## src/rtl/text_console_cursor_writer_macros.svh

```systemverilog
// Assertion macros for the console cursor writer RTL.
`ifndef TEXT_CONSOLE_CURSOR_WRITER_MACROS_SVH
`define TEXT_CONSOLE_CURSOR_WRITER_MACROS_SVH

// Same-cycle implication, checked outside reset.
`define TCCW_ASSERT_IMPL(label, clk, rst, ante, cons) \
  label: assert property (@(posedge clk) disable iff (rst) (ante) |-> (cons)) \
    else $error("tccw assertion failed");

// Next-cycle implication, checked outside reset.
`define TCCW_ASSERT_NEXT(label, clk, rst, ante, cons) \
  label: assert property (@(posedge clk) disable iff (rst) (ante) |=> (cons)) \
    else $error("tccw assertion failed");

`endif

```

## src/rtl/tccw_pkg.sv

```systemverilog
// Shared types, codes and constants of the console cursor writer.
package tccw_pkg;

  // Field widths
  localparam int CHAR_W  = 8;
  localparam int COL_W   = 7;
  localparam int ROW_W   = 5;
  localparam int IDX_W   = 11;
  localparam int DATA_W  = 16;
  localparam int COLOR_W = 8;
  localparam int CFG_W   = 8;
  localparam int CFG_IDX_W = 2;

  // Parameter defaults
  localparam int TAB_STOP_DEF    = 8;
  localparam int MAX_COLUMNS_DEF = 80;
  localparam int MAX_ROWS_DEF    = 25;

  // Register reset values
  localparam logic [COL_W-1:0]   COLUMNS_RST = 7'd80;
  localparam logic [ROW_W-1:0]   ROWS_RST    = 5'd25;
  localparam logic [COLOR_W-1:0] COLOR_RST   = 8'd7;

  // Register indexes
  localparam logic [CFG_IDX_W-1:0] REG_COLUMNS = 2'd0;
  localparam logic [CFG_IDX_W-1:0] REG_ROWS    = 2'd1;
  localparam logic [CFG_IDX_W-1:0] REG_COLOR   = 2'd2;

  // Control character codes
  localparam logic [CHAR_W-1:0] CODE_TAB = 8'h09;
  localparam logic [CHAR_W-1:0] CODE_LF  = 8'h0A;
  localparam logic [CHAR_W-1:0] CODE_VT  = 8'h0B;
  localparam logic [CHAR_W-1:0] CODE_FF  = 8'h0C;
  localparam logic [CHAR_W-1:0] CODE_CR  = 8'h0D;

  // Queue depth between front and back
  localparam int QUEUE_DEPTH = 2;

  typedef enum logic [2:0] {
    OP_PRINT,
    OP_LF,
    OP_CR,
    OP_TAB,
    OP_VT,
    OP_FF
  } op_t;

  typedef struct packed {
    op_t               op;
    logic [CHAR_W-1:0] ch;
  } entry_t;

  // Decode a byte into a cursor operation
  function automatic op_t classify(input logic [CHAR_W-1:0] c);
    op_t o;
    case (c)
      CODE_LF:  o = OP_LF;
      CODE_CR:  o = OP_CR;
      CODE_TAB: o = OP_TAB;
      CODE_VT:  o = OP_VT;
      CODE_FF:  o = OP_FF;
      default:  o = OP_PRINT;
    endcase
    return o;
  endfunction

endpackage

```

## src/rtl/text_console_cursor_writer.sv

```systemverilog
// Text console cursor writer: top level with configuration registers.
//
// Input channel: in_valid / in_stall carry one character byte per transaction.
// Output channel: out_valid / out_stall carry one result per character: the
// cell write (write_enable, write_index, write_data) and the new cursor.
// Configuration: cfg_write with cfg_index 0 (columns), 1 (rows), 2 (colour)
// and cfg_data; write only while no transaction is in flight.
// Path: an accepted character is written into the 2-entry queue, is loaded
// from there into the output register and is then offered to the receiver.
// Throughput is one character per cycle while the receiver does not stall;
// the cursor update and the single 5x7 index multiply feed the result register.
// When the receiver stalls, the result register holds, the queue fills, and
// in_stall rises once both queue entries are taken.
// Reset (rst, synchronous) empties the queue and result register, puts the
// cursor at row 0, column 0 and loads 80 columns, 25 rows, colour 7.
module text_console_cursor_writer #(
  parameter int TAB_STOP    = tccw_pkg::TAB_STOP_DEF,
  parameter int MAX_COLUMNS = tccw_pkg::MAX_COLUMNS_DEF,
  parameter int MAX_ROWS    = tccw_pkg::MAX_ROWS_DEF
) (
  input  logic                          clk,
  input  logic                          rst,
  input  logic                          cfg_write,
  input  logic [tccw_pkg::CFG_IDX_W-1:0] cfg_index,
  input  logic [tccw_pkg::CFG_W-1:0]    cfg_data,
  input  logic                          in_valid,
  output logic                          in_stall,
  input  logic [tccw_pkg::CHAR_W-1:0]   character,
  output logic                          out_valid,
  input  logic                          out_stall,
  output logic                          write_enable,
  output logic [tccw_pkg::IDX_W-1:0]    write_index,
  output logic [tccw_pkg::DATA_W-1:0]   write_data,
  output logic [tccw_pkg::ROW_W-1:0]    cursor_row,
  output logic [tccw_pkg::COL_W-1:0]    cursor_col
);
  import tccw_pkg::*;

  `include "text_console_cursor_writer_macros.svh"

  logic [COL_W-1:0]   screen_columns;
  logic [ROW_W-1:0]   screen_rows;
  logic [COLOR_W-1:0] text_colour;

  logic   push;
  logic   pop;
  logic   queue_full;
  logic   queue_empty;
  entry_t push_entry;
  entry_t pop_entry;

  // Configuration registers
  always_ff @(posedge clk) begin
    if (rst) begin
      screen_columns <= COLUMNS_RST;
      screen_rows    <= ROWS_RST;
      text_colour    <= COLOR_RST;
    end else if (cfg_write) begin
      case (cfg_index)
        REG_COLUMNS: screen_columns <= cfg_data[COL_W-1:0];
        REG_ROWS:    screen_rows    <= cfg_data[ROW_W-1:0];
        REG_COLOR:   text_colour    <= cfg_data[COLOR_W-1:0];
        default:     screen_columns <= screen_columns;
      endcase
    end
  end

  tccw_front u_front (
    .in_valid   (in_valid),
    .in_stall   (in_stall),
    .character  (character),
    .queue_full (queue_full),
    .push       (push),
    .push_entry (push_entry)
  );

  tccw_queue u_queue (
    .clk        (clk),
    .rst        (rst),
    .push       (push),
    .push_entry (push_entry),
    .pop        (pop),
    .pop_entry  (pop_entry),
    .full       (queue_full),
    .empty      (queue_empty)
  );

  tccw_back #(
    .TAB_STOP    (TAB_STOP),
    .MAX_COLUMNS (MAX_COLUMNS),
    .MAX_ROWS    (MAX_ROWS)
  ) u_back (
    .clk            (clk),
    .rst            (rst),
    .screen_columns (screen_columns),
    .screen_rows    (screen_rows),
    .text_colour    (text_colour),
    .queue_empty    (queue_empty),
    .pop_entry      (pop_entry),
    .pop            (pop),
    .out_valid      (out_valid),
    .out_stall      (out_stall),
    .write_enable   (write_enable),
    .write_index    (write_index),
    .write_data     (write_data),
    .cursor_row     (cursor_row),
    .cursor_col     (cursor_col)
  );

  // Control results carry no cell write
  `TCCW_ASSERT_IMPL(a_ctrl_zero, clk, rst, out_valid && !write_enable,
                    write_index == '0 && write_data == '0)
  // A written cell never holds a control code
  `TCCW_ASSERT_IMPL(a_print_class, clk, rst, out_valid && write_enable,
                    write_data[7:0] != CODE_LF && write_data[7:0] != CODE_CR &&
                    write_data[7:0] != CODE_TAB && write_data[7:0] != CODE_VT &&
                    write_data[7:0] != CODE_FF)
  // Nothing can reach the output the cycle after a push into an empty path
  `TCCW_ASSERT_NEXT(a_no_bypass, clk, rst, !out_valid && queue_empty,
                    !out_valid)

endmodule

```

## src/rtl/tccw_queue.sv

```systemverilog
// Short register queue between the front and back parts.
module tccw_queue (
  input  logic            clk,
  input  logic            rst,
  input  logic            push,
  input  tccw_pkg::entry_t push_entry,
  input  logic            pop,
  output tccw_pkg::entry_t pop_entry,
  output logic            full,
  output logic            empty
);
  import tccw_pkg::*;

  localparam int PTR_W = (QUEUE_DEPTH > 1) ? $clog2(QUEUE_DEPTH) : 1;
  localparam int CNT_W = $clog2(QUEUE_DEPTH + 1);

  entry_t             slots [QUEUE_DEPTH];
  logic [PTR_W-1:0]   wr_ptr;
  logic [PTR_W-1:0]   rd_ptr;
  logic [CNT_W-1:0]   count;

  assign full      = (count == CNT_W'(QUEUE_DEPTH));
  assign empty     = (count == '0);
  assign pop_entry = slots[rd_ptr];

  // Payload storage
  always_ff @(posedge clk) begin
    if (push) begin
      slots[wr_ptr] <= push_entry;
    end
  end

  // Pointers and fill count
  always_ff @(posedge clk) begin
    if (rst) begin
      wr_ptr <= '0;
      rd_ptr <= '0;
      count  <= '0;
    end else begin
      if (push) begin
        wr_ptr <= (wr_ptr == PTR_W'(QUEUE_DEPTH - 1)) ? '0 : wr_ptr + 1'b1;
      end
      if (pop) begin
        rd_ptr <= (rd_ptr == PTR_W'(QUEUE_DEPTH - 1)) ? '0 : rd_ptr + 1'b1;
      end
      case ({push, pop})
        2'b10:   count <= count + 1'b1;
        2'b01:   count <= count - 1'b1;
        default: count <= count;
      endcase
    end
  end

endmodule

```

## src/rtl/tccw_front.sv

```systemverilog
// Front part: takes characters and classifies them into cursor operations.
module tccw_front (
  input  logic                     in_valid,
  output logic                     in_stall,
  input  logic [tccw_pkg::CHAR_W-1:0] character,
  input  logic                     queue_full,
  output logic                     push,
  output tccw_pkg::entry_t         push_entry
);
  import tccw_pkg::*;

  // Accept whenever the queue has room
  assign in_stall = queue_full;
  assign push     = in_valid && !queue_full;

  // Classify the byte once, on the way in
  always_comb begin
    push_entry.op = classify(character);
    push_entry.ch = character;
  end

endmodule

```

## src/rtl/tccw_back.sv

```systemverilog
// Back part: cursor state, cell index and the registered result stage.
module tccw_back #(
  parameter int TAB_STOP    = tccw_pkg::TAB_STOP_DEF,
  parameter int MAX_COLUMNS = tccw_pkg::MAX_COLUMNS_DEF,
  parameter int MAX_ROWS    = tccw_pkg::MAX_ROWS_DEF
) (
  input  logic                        clk,
  input  logic                        rst,
  input  logic [tccw_pkg::COL_W-1:0]  screen_columns,
  input  logic [tccw_pkg::ROW_W-1:0]  screen_rows,
  input  logic [tccw_pkg::COLOR_W-1:0] text_colour,
  input  logic                        queue_empty,
  input  tccw_pkg::entry_t            pop_entry,
  output logic                        pop,
  output logic                        out_valid,
  input  logic                        out_stall,
  output logic                        write_enable,
  output logic [tccw_pkg::IDX_W-1:0]  write_index,
  output logic [tccw_pkg::DATA_W-1:0] write_data,
  output logic [tccw_pkg::ROW_W-1:0]  cursor_row,
  output logic [tccw_pkg::COL_W-1:0]  cursor_col
);
  import tccw_pkg::*;

  localparam int PH_W  = (TAB_STOP > 1) ? $clog2(TAB_STOP) : 1;
  localparam int PROD_W = ROW_W + COL_W;

  // Cursor state; tab_phase tracks column modulo the tab stop
  logic [COL_W-1:0] column_position;
  logic [ROW_W-1:0] row_position;
  logic [PH_W-1:0]  tab_phase;

  logic [COL_W-1:0] cols;
  logic [ROW_W-1:0] rows;

  logic             wrap0;
  logic [COL_W-1:0] c0;
  logic [ROW_W:0]   r0_inc;
  logic [ROW_W-1:0] r0;
  logic [PH_W-1:0]  p0;

  logic [COL_W:0]   c1;
  logic [ROW_W:0]   r1;
  logic [PH_W-1:0]  p1;

  logic             wrap1;
  logic [COL_W-1:0] column_next;
  logic [ROW_W:0]   r2_inc;
  logic [ROW_W-1:0] row_next;
  logic [PH_W-1:0]  phase_next;

  logic [PROD_W-1:0] prod;
  logic [PROD_W-1:0] cell_idx;
  logic              is_print;

  // Effective screen size
  always_comb begin
    if (screen_columns == '0) begin
      cols = COL_W'(1);
    end else if ({1'b0, screen_columns} > (COL_W+1)'(MAX_COLUMNS)) begin
      cols = COL_W'(MAX_COLUMNS);
    end else begin
      cols = screen_columns;
    end
    if (screen_rows == '0) begin
      rows = ROW_W'(1);
    end else if ({2'b0, screen_rows} > (ROW_W+2)'(MAX_ROWS)) begin
      rows = ROW_W'(MAX_ROWS);
    end else begin
      rows = screen_rows;
    end
  end

  // Bring a stale cursor back on screen
  always_comb begin
    wrap0  = (column_position >= cols);
    c0     = wrap0 ? '0 : column_position;
    p0     = wrap0 ? '0 : tab_phase;
    r0_inc = {1'b0, row_position} + (ROW_W+1)'(wrap0);
    r0     = (r0_inc >= {1'b0, rows}) ? '0 : r0_inc[ROW_W-1:0];
  end

  // Apply the operation
  always_comb begin
    c1 = {1'b0, c0};
    r1 = {1'b0, r0};
    p1 = p0;
    is_print = 1'b0;
    case (pop_entry.op)
      OP_LF: begin
        r1 = {1'b0, r0} + 1'b1;
        c1 = '0;
        p1 = '0;
      end
      OP_CR: begin
        c1 = '0;
        p1 = '0;
      end
      OP_TAB: begin
        c1 = {1'b0, c0} + ((COL_W+1)'(TAB_STOP) - (COL_W+1)'(p0));
        p1 = '0;
      end
      OP_VT: begin
        r1 = {1'b0, r0} + 1'b1;
      end
      OP_FF: begin
        c1 = {1'b0, c0};
      end
      default: begin
        is_print = 1'b1;
        c1 = {1'b0, c0} + 1'b1;
        p1 = (p0 == PH_W'(TAB_STOP - 1)) ? '0 : p0 + 1'b1;
      end
    endcase
  end

  // Wrap after the move
  always_comb begin
    wrap1       = (c1 >= {1'b0, cols});
    column_next = wrap1 ? '0 : c1[COL_W-1:0];
    phase_next  = wrap1 ? '0 : p1;
    r2_inc      = r1 + (ROW_W+1)'(wrap1);
    row_next    = (r2_inc >= {1'b0, rows}) ? '0 : r2_inc[ROW_W-1:0];
  end

  // Cell index row*columns+col
  assign prod     = PROD_W'(r0) * PROD_W'(cols);
  assign cell_idx = prod + PROD_W'(c0);

  // Take a queued operation when the result register is free or draining
  assign pop = !queue_empty && (!out_valid || !out_stall);

  always_ff @(posedge clk) begin
    if (rst) begin
      column_position <= '0;
      row_position    <= '0;
      tab_phase       <= '0;
      out_valid       <= 1'b0;
    end else begin
      if (pop) begin
        column_position <= column_next;
        row_position    <= row_next;
        tab_phase       <= phase_next;
        out_valid       <= 1'b1;
      end else if (!out_stall) begin
        out_valid <= 1'b0;
      end
    end
  end

  // Result payload
  always_ff @(posedge clk) begin
    if (pop) begin
      write_enable <= is_print;
      write_index  <= is_print ? cell_idx[IDX_W-1:0] : '0;
      write_data   <= is_print ? {text_colour, pop_entry.ch} : '0;
      cursor_row   <= row_next;
      cursor_col   <= column_next;
    end
  end

endmodule

```

## config.mk

```make
export PLATFORM = sky130hd
export DESIGN_NAME = text_console_cursor_writer
export DESIGN_NICKNAME = d
export VERILOG_FILES = /design/src/rtl/tccw_pkg.sv /design/src/rtl/text_console_cursor_writer.sv /design/src/rtl/tccw_queue.sv /design/src/rtl/tccw_front.sv /design/src/rtl/tccw_back.sv
export VERILOG_INCLUDE_DIRS = /design/src /design/src/rtl
export SDC_FILE = /design/constraint.sdc
export NUM_CORES = 1
export LEC_CHECK = 0
export ABC_AREA = 1
export BUFFER_PORTS_ARGS = -buffer_cell sky130_fd_sc_hd__buf_2
export CORE_ASPECT_RATIO = 1.25
export CORE_UTILIZATION = 65
export CTS_CLUSTER_DIAMETER = 200
export DETAILED_ROUTE_END_ITERATION = 16
export PLACE_DENSITY = 0.86
export RECOVER_POWER = 50
export SLEW_MARGIN = 25
export SYNTH_ARGS = -nofsm -noshare
export SYNTH_HDL_FRONTEND = slang
export SYNTH_HIERARCHICAL = 1
export SYNTH_SLANG_ARGS = --single-unit
export TNS_END_PERCENT = 10
```

## constraint.sdc

```tcl
create_clock -name clk -period 15.1 [get_ports clk]
set_input_delay 3.02 -clock clk [delete_from_list [all_inputs] [get_ports clk]]
set_output_delay 3.02 -clock clk [all_outputs]
set_load 0.05 [all_outputs]
```

==> run metrics <==
status finished with violations; violated checks max-capacitance violations, max-slew violations; clock sink count 103; CTS tree built; largest family of logic cells by synthesized area simple AND/OR/NAND/NOR gates; Mapped Cells 802; Post-Synth XOR/XNOR Area 1.38%; H-Tree Depth 3; Post-Route WL 15000 um; post-DP HPWL 11600 um; CP peak stage delay 550 ps; yosys warns 6; Root Driver clkbuf_16; largest net degree at the start of global routing 70; Remaining DRCs 0; CTS clk-pin slew, worst paths 80 ps; post-synthesis sequential area ratio 38.9%; Via density 5.43; Final GP Congestion 0.894; Post-Synth Adder-Cell Area 16.9%; post-cts gate resize count 0; Post-Synthesis Mean Instance Area 8.59 um2; Worst EP arrival 7640 ps; die height 117 um; layout cells sized above 1 12.5%; worst-margin pin slew 3300 ps; setup_tns 0 ps; design area 7510 um2; Post-Place Setup Slack 7680 ps; area of the mapped netlist 6890 um2; port bufs 64; All-Layer GR Usage 28.7%; First-pass DRT Iterations 5; most frequent cells in the layout inv_1, nand2_1, nor2_1; Clock Latency Late Sink 350 ps; wire per inst 15.1 um; post-synthesis net count 905; DR iter-0 viols 266; Hold Vio Cnt, Final 0; Synth area leaders edfxtp_1, dfxtp_1, ha_1; endpoints failing setup 0; CTS Buf Count 9; Vias 5381; Worst Path Required 15200 ps; Cell Pwr Density 219 nW/um2; Top Ports 65; clock period minus worst slack 7550 ps; HP Class flip-flop to flip-flop; Crit Path Max Fanout 7; clk buf depth 2; Initial Utilization 67.5%; cell taking the most area after synthesis edfxtp_1; startpoint types flip-flop; multiplexer area fraction after synthesis 2.34%; hold slack final 469 ps; worst setup path class flip-flop to flip-flop; nets 960; Synth top area share 27.0%; Post-Synth Simple-Gate Area 21.9%; RSZ-0062 raised after global routing false; CP most frequent cell nand2_1; DIE WIDTH 94.1 um; Synth Area in Compound Gates 7.42%; Final period util 50.0%; Area after DPL 7250 um2; vias in the first global route 5200; initial antenna violation count 0; final slew viol count 70; Hold-fix buffers, CTS 0; slowest CP cell fa_1; commonest non-fill, non-tap cell in the layout inv_1; postcts setup bufs 0; final design utilization 73.6%; number of distinct library cells after synthesis 50; GR Overflow Total 0; die area 11000 um2; diode count 0; Core ar. 10200 um2; row count 41; CP Capture Type flip-flop; Synth Register Bits 103; Fmax 133 MHz; first-pass GRT wire length 24100 um; Rel. slew slack -120%; Max VDD drop 0.000181 V; setup ws final 7550 ps; max-cap viol count 1; P_leak 3.69 nW; worst clock skew 9.27 ps; ANT nets after route 0; Fillers 778; Area Overhead vs Synth 8.97%
==> stage by stage <==
step | instances | power, mW
after detailed placement | 975 | 1.40
after CTS | 991 | 1.65
after global routing | 991 | 1.77
final | 991 | 1.64
after floorplan | 802 | 1.19
after global placement | 975 | 1.36
==> cell families after synthesis <==
logic type,after synthesis
and+or+nand+nor,320
DFF,103
AOI/OAI and AO/OA,92
xor gates and xnor gates,10
muxes,11
buffers and inverters,186
adders and majority gates,80
==> where the power goes <==
group	switching, mW	internal, mW
Sequential	0.0460	0.431
Combinational	0.663	0.254
Clock	0.114	0.134
==> final timing paths <==
check                                       start  cells after the start  slack [ps]                     to
worst max-delay path            screen_columns[6]                     36        7550  u_back/write_index[9]
worst min register to register     text_colour[1]                      2         470         text_colour[1]
worst min-delay path               text_colour[1]                      2         470         text_colour[1]
worst max register to register  screen_columns[6]                     36        7550  u_back/write_index[9]
==> area by class of cell <==
class | instances | area, um2 | share of cell area, %
clock buffer | 9 | 225 | 3.00
clock inverter | 7 | 97.6 | 1.30
inverter | 164 | 618 | 8.23
multi-input combinational | 513 | 3440 | 45.8
sequential | 103 | 2680 | 35.7
tap | 129 | 161 | 2.15
timing repair buffer | 66 | 283 | 3.76
==> synth_stat cells, drive strengths merged <==
| cell type | number |
|---|---|
| a21boi | 4 |
| a21o | 1 |
| a21oi | 43 |
| a22o | 1 |
| a22oi | 1 |
| a31oi | 1 |
| a32oi | 1 |
| and3 | 1 |
| buf | 16 |
| clkbuf | 6 |
| clkinv | 2 |
| dfxtp | 41 |
| edfxtp | 62 |
| fa | 22 |
| ha | 58 |
| inv | 162 |
| mux2 | 11 |
| nand2 | 139 |
| nand3 | 38 |
| nand3b | 1 |
| nand4 | 16 |
| nor2 | 117 |
| nor3 | 5 |
| nor4 | 2 |
| o211ai | 1 |
| o21a | 1 |
| o21ai | 36 |
| o21bai | 1 |
| o22ai | 1 |
| or2 | 1 |
| xnor2 | 4 |
| xor2 | 6 |
==> flip-flops by register name, summed over array words and instances, names as in the netlist, named ones only <==
register	flops
screen_columns	7
screen_rows	5
text_colour	8
u_back/column_position	7
u_back/cursor_col	7
u_back/cursor_row	5
u_back/out_valid	1
u_back/row_position	5
u_back/tab_phase	3
u_back/write_data	16
u_back/write_enable	1
u_back/write_index	11
u_queue/count	2
u_queue/rd_ptr	1
u_queue/slots	22
u_queue/wr_ptr	1
==> layer usage <==
layer	routed length, um	vias to the layer above	share of wire (%)	global-route usage [%]
li1	-	2667	-	-
met1	5790	2537	39	31.0
met2	8150	144	54	55.4
met3	612	33	4.1	4.72
met4	433	0	2.9	11.5
met5	0	-	0	0
==> critical path: cells and delay by family, from the launching register on <==
family	cells	cell delay, ps
compound gates	7	1190
xor+xnor	1	250
fa+ha+maj	8	3000
buf+inv	4	530
flops	1	400
simple gates	16	1930
Power figures use the tool's default switching activity.
